$ cat src/rtl/sme_pkg.sv
// Shared opcodes, fault codes, field widths and controller command bundle.
`default_nettype none

package sme_pkg;

  localparam int unsigned ActionW  = 4;
  localparam int unsigned MemAddrW = 10;
  localparam int unsigned ConstW   = 32;
  localparam int unsigned TargetW  = 12;
  localparam int unsigned PcOutW   = 12;
  localparam int unsigned TopOutW  = 32;
  localparam int unsigned FaultW   = 2;

  typedef enum logic [ActionW-1:0] {
    OP_LD  = 4'd0,
    OP_ST  = 4'd1,
    OP_LDC = 4'd2,
    OP_ADD = 4'd3,
    OP_SUB = 4'd4,
    OP_CMP = 4'd5,
    OP_JMP = 4'd6,
    OP_BR  = 4'd7,
    OP_RET = 4'd8
  } sme_op_e;

  typedef enum logic [FaultW-1:0] {
    FAULT_NONE  = 2'd0,
    FAULT_OVER  = 2'd1,
    FAULT_UNDER = 2'd2
  } sme_fault_e;

  typedef struct packed {
    logic capture;  // input transaction taken, memories read this cycle
    logic commit;   // instruction executes, output register loads
  } sme_cmd_t;

endpackage

`default_nettype wire

$ cat src/rtl/sme_ctrl.sv
// Controller: handshake and sequencing of accept and execute cycles.
`default_nettype none

module sme_ctrl (
  input  wire logic            clk_i,
  input  wire logic            rst_ni,
  input  wire logic            in_valid_i,
  output logic                 in_ready_o,
  output logic                 out_valid_o,
  input  wire logic            out_ready_i,
  output sme_pkg::sme_cmd_t    cmd_o
);

  typedef enum logic [1:0] {
    ST_IDLE = 2'b01,
    ST_EXEC = 2'b10
  } sme_state_e;

  sme_state_e state_q, state_d;
  logic       out_valid_q, out_valid_d;

  assign in_ready_o     = (state_q == ST_IDLE);
  assign cmd_o.capture  = in_valid_i && in_ready_o;
  // execute only once the output register is free or being drained
  assign cmd_o.commit   = (state_q == ST_EXEC) && (!out_valid_q || out_ready_i);
  assign out_valid_o    = out_valid_q;

  always_comb begin
    state_d = state_q;
    unique case (state_q)
      ST_IDLE: begin
        if (cmd_o.capture) state_d = ST_EXEC;
      end
      ST_EXEC: begin
        if (cmd_o.commit) state_d = ST_IDLE;
      end
      default: state_d = ST_IDLE;
    endcase
  end

  always_comb begin
    out_valid_d = out_valid_q;
    priority if (cmd_o.commit) begin
      out_valid_d = 1'b1;
    end else if (out_ready_i) begin
      out_valid_d = 1'b0;
    end
  end

  always_ff @(posedge clk_i or negedge rst_ni) begin
    if (!rst_ni) begin
      state_q     <= ST_IDLE;
      out_valid_q <= 1'b0;
    end else begin
      state_q     <= state_d;
      out_valid_q <= out_valid_d;
    end
  end

`ifndef SYNTHESIS
  a_capture_to_exec: assert property (@(posedge clk_i) disable iff (!rst_ni)
    cmd_o.capture |=> (state_q == ST_EXEC) && !in_ready_o)
    else $error("capture did not move to execute");

  a_commit_gives_result: assert property (@(posedge clk_i) disable iff (!rst_ni)
    cmd_o.commit |=> out_valid_o)
    else $error("executed instruction produced no result");

  a_exec_holds_on_stall: assert property (@(posedge clk_i) disable iff (!rst_ni)
    (state_q == ST_EXEC) && out_valid_o && !out_ready_i |=> (state_q == ST_EXEC))
    else $error("execute left while output stalled");
`endif

endmodule

`default_nettype wire

$ cat config.mk
export PLATFORM = sky130hd
export DESIGN_NAME = sme_ctrl
export DESIGN_NICKNAME = d
export VERILOG_FILES = /design/src/rtl/sme_pkg.sv /design/src/rtl/sme_ctrl.sv
export SDC_FILE = /design/constraint.sdc
export NUM_CORES = 1
export LEC_CHECK = 0
export ABC_AREA = 1
export BUFFER_PORTS_ARGS = -buffer_cell sky130_fd_sc_hd__buf_2
export CORE_AREA = 2 2 39 41
export DETAILED_ROUTE_END_ITERATION = 10
export DIE_AREA = 0 0 41 43
export GPL_TIMING_DRIVEN = 0
export PLACE_DENSITY = 0.4
export SLEW_MARGIN = 10
export SYNTH_ARGS = -nofsm -noshare
export SYNTH_HDL_FRONTEND = slang
export SYNTH_SLANG_ARGS = --single-unit
$ cat constraint.sdc
create_clock -name clk_i -period 2.5 [get_ports clk_i]
set_input_delay 0.5 -clock clk_i [delete_from_list [all_inputs] [get_ports clk_i]]
set_output_delay 0.5 -clock clk_i [all_outputs]
set_load 0.05 [all_outputs]
==> metrics.md <==
| Metric | Value |
|---|---|
| Run status | finished, final reports clean |
| Worst-Margin Slew | 0.2507 ns |
| Overflow after GRT | 0 |
| HPWL Detailed | ~240 um |
| Max cap viols | 0 |
| Worst setup EP type | primary output |
| Slew Limit Fails | 0 |
| GP Congestion | 0.6597 |
| Rel. slew slack | 83.40% |
| Starting Density | 11.12% |
| Unrepaired setup endpoints after global routing | false |
| Compound-Gate Fraction of Synth Area | 0% |
| I/O Buffers | 7 |
| Synth Area in Adders | 0% |
| Ys flop type | dfrtp_1 |
| Leak pwr | 0.1607 nW |
| Mapped cell area | 153.9 um^2 |
| Worst Skew | 0.0002024 ns |
| EDFF count, synth | 0 |
| I/O pin cnt | 8 |
| Largest net degree at the start of global routing | 5 |
| Die ar. | 1763 um^2 |
| Routed WL | approximately 290 um |
| Slowest stage cell on the critical path | dfstp_2 |
| Yosys top cell area share | about a third |
| CP max FO | 4 |
| P_sw | 68.68 uW |
| Crit start category | flip-flop |
| Fin. Hold Viols | 0 |
| Crit Path Category | reg -> out |
| DR pass1 iterations | 2 |
| Final-layout fill cell count | 157 |
| Post-cts sizing count | 0 |
| Core Area | approximately 1400 um^2 |
| Buf/Inv on CP | 3 |
| Vias | 151 |
| Sequential cell area fraction in the yosys report | 49.59% |
| Multi-input logic area | 43.79 um^2 |
| CTS buffer count | 3 |
| Max Freq | 0.5641 GHz |
| CP peak stage delay | approximately 0.52 ns |
| Min cycle time layout | 1.773 ns |
| CTS tree | built |
| Post-synthesis simple-gate area fraction | 28.46% |
| Post-synthesis xor/xnor area fraction | 0% |
| Setup TNS | 0 ns |
| Logic pwr share | 27.8% |
| CTS max path bufs | 2 |
| Ys Warns | 0 |
| Vias in the first global route | 127 |
| Cell taking the most area after synthesis | dfrtp_1 |
| CP top delay family | flip-flops |
| Clock Latency Late Sink | 0.23 ns |
| Int Power | roughly 130 uW |
| CTS Root Cell | clkbuf_4 |
| Worst path arrival time | 1.27 ns |
| DRT antenna net count | 0 |
| Ant. Diodes | 0 |
| Hold WC Path Type | in -> async |
| Storage cell area | 76.32 um^2 |
| Synth Register Bits | 3 |
| Peak VDD IR | 168.8 uV |
| Seq pwr share | roughly 30% |
| Switching Fraction | 34.75% |
| First-pass GRT wire length | slightly below 500 um |
| Routed length per instance | 5.959 um |
| Cts hold-fix bufs | 0 |
| Mean Syn Cell Area | 6.995 um^2 |
| Fin util | 17.00% |
| Post-DR vias/cell | a little over 3 |
| Clk pwr share | between 40% and 50% |
| Commonest cells post-synth | inv_1, nand2_1, nor2_1 |
| Critical path required time | roughly 2 ns |
| Final setup vio count | 0 |
| Residual DRC | 0 |
| Die Height | 43 um |
| First DRT Iteration DRCs | 4 |
| Area Growth Syn to Fin | 52.85% |
| Initial antenna violation count | 0 |
| Synth Instances | 22 |
| Nets@finish | 38 |
| Synth async-reset ratio | 100.0% |
| H-tree depth | 1 |
| Post-synth cell types | 7 |
| Critical path cell sequence | inv_1, nand2_1, nor2_1, buf_4, buf_2 |
| Share of cells above drive strength 1 | 39.39% |
| CTS clk-pin slew, worst paths | 0.04 ns |
| Syn_nets | 26 |
| Synth area leaders | dfrtp_1, dfstp_2, inv_1 |
| Postcts setup bufs | 0 |
| Post-synthesis mux area share | 0% |
| Die W | 41 um |
| P per Cell Area | 840.3 nW/um^2 |
| Final period util | 70.92% |
| Site Rows | 14 |
| Clock Sinks | 3 |
| All-layer global routing usage | 5.422% |
| Total power | 197.7 uW |
| Largest family of logic cells by synthesized area | simple AND/OR/NAND/NOR gates |
## sequential cells by signal, indices dropped and copies added (netlist names)
name and flops:
state_q 2, out_valid_o 1
## layer usage
| metal | vias up | wire length [um] | track usage (%) |
|---|---|---|---|
| met1 | 66 | 132 | 5.788 |
| met4 | 0 | 0 | 10.00 |
| met2 | 5 | 134 | 3.750 |
| li1 | 80 | - | - |
| met5 | - | 0 | 0 |
| met3 | 0 | 25 | 4.712 |
## final cells by class
type / count / area share (%)
multi-input cells: 11 / 18.62
well taps: 16 / 8.511
flip-flops and latches: 3 / 32.45
repair buffers: 7 / 14.89
plain buffers: 1 / 3.191
clock buffers: 4 / 11.17
inverters: 7 / 11.17
## power groups by stage
| stage | sequential, mW | clock (mW) | combinational [mW] |
|---|---|---|---|
| floorplan | 0.0662 | 0 | 0.0361 |
| global placement | 0.0591 | 0 | 0.0560 |
| detailed placement | 0.0592 | 0 | 0.0557 |
| CTS | 0.0586 | 0.0882 | 0.0559 |
| global route | 0.0592 | 0.0972 | 0.0599 |
| finish | 0.0586 | 0.0840 | 0.0550 |
## per-stage QoR
stage                     hold slack (ns)  instances  worst slack (ns)  area [um^2]
after CTS                         0.04994         49            0.7052        235.2
after floorplan                    0.2044         22            0.9486        153.9
after detailed placement           0.3002         45            0.7979        209.0
final                             0.05881         49            0.7271        235.2
after global routing              0.03870         49            0.6195        235.2
after global placement             0.3014         45            0.7907        209.0
## cell usage in the layout (no fill, tap or decap)
cell type and instances:
nand2_1 7, clkbuf_4 3, buf_4 1, dfstp_2 1, clkbuf_1 1, buf_2 7
nor2_2 1, nor2_1 3, inv_1 7, dfrtp_1 2
## worst paths after layout
check,start,end,slack (ns),cells past startpoint
min,rst_ni,state_q[1],0.06,1
min in group clk_i,in_valid_i,state_q[1],0.49,3
max in group asynchronous,rst_ni,state_q[0],2.25,1
min reg2reg,out_valid_o,out_valid_o,0.51,2
max,state_q[0],cmd_o[0],0.73,5
max reg2reg,state_q[0],state_q[1],1.58,5
## logic make-up after synthesis
kind of cell           Yosys count
buffers and inverters            8
DFF                              3
and+or+nand+nor                 11
Note: power is estimated with default switching activity, not from simulation.
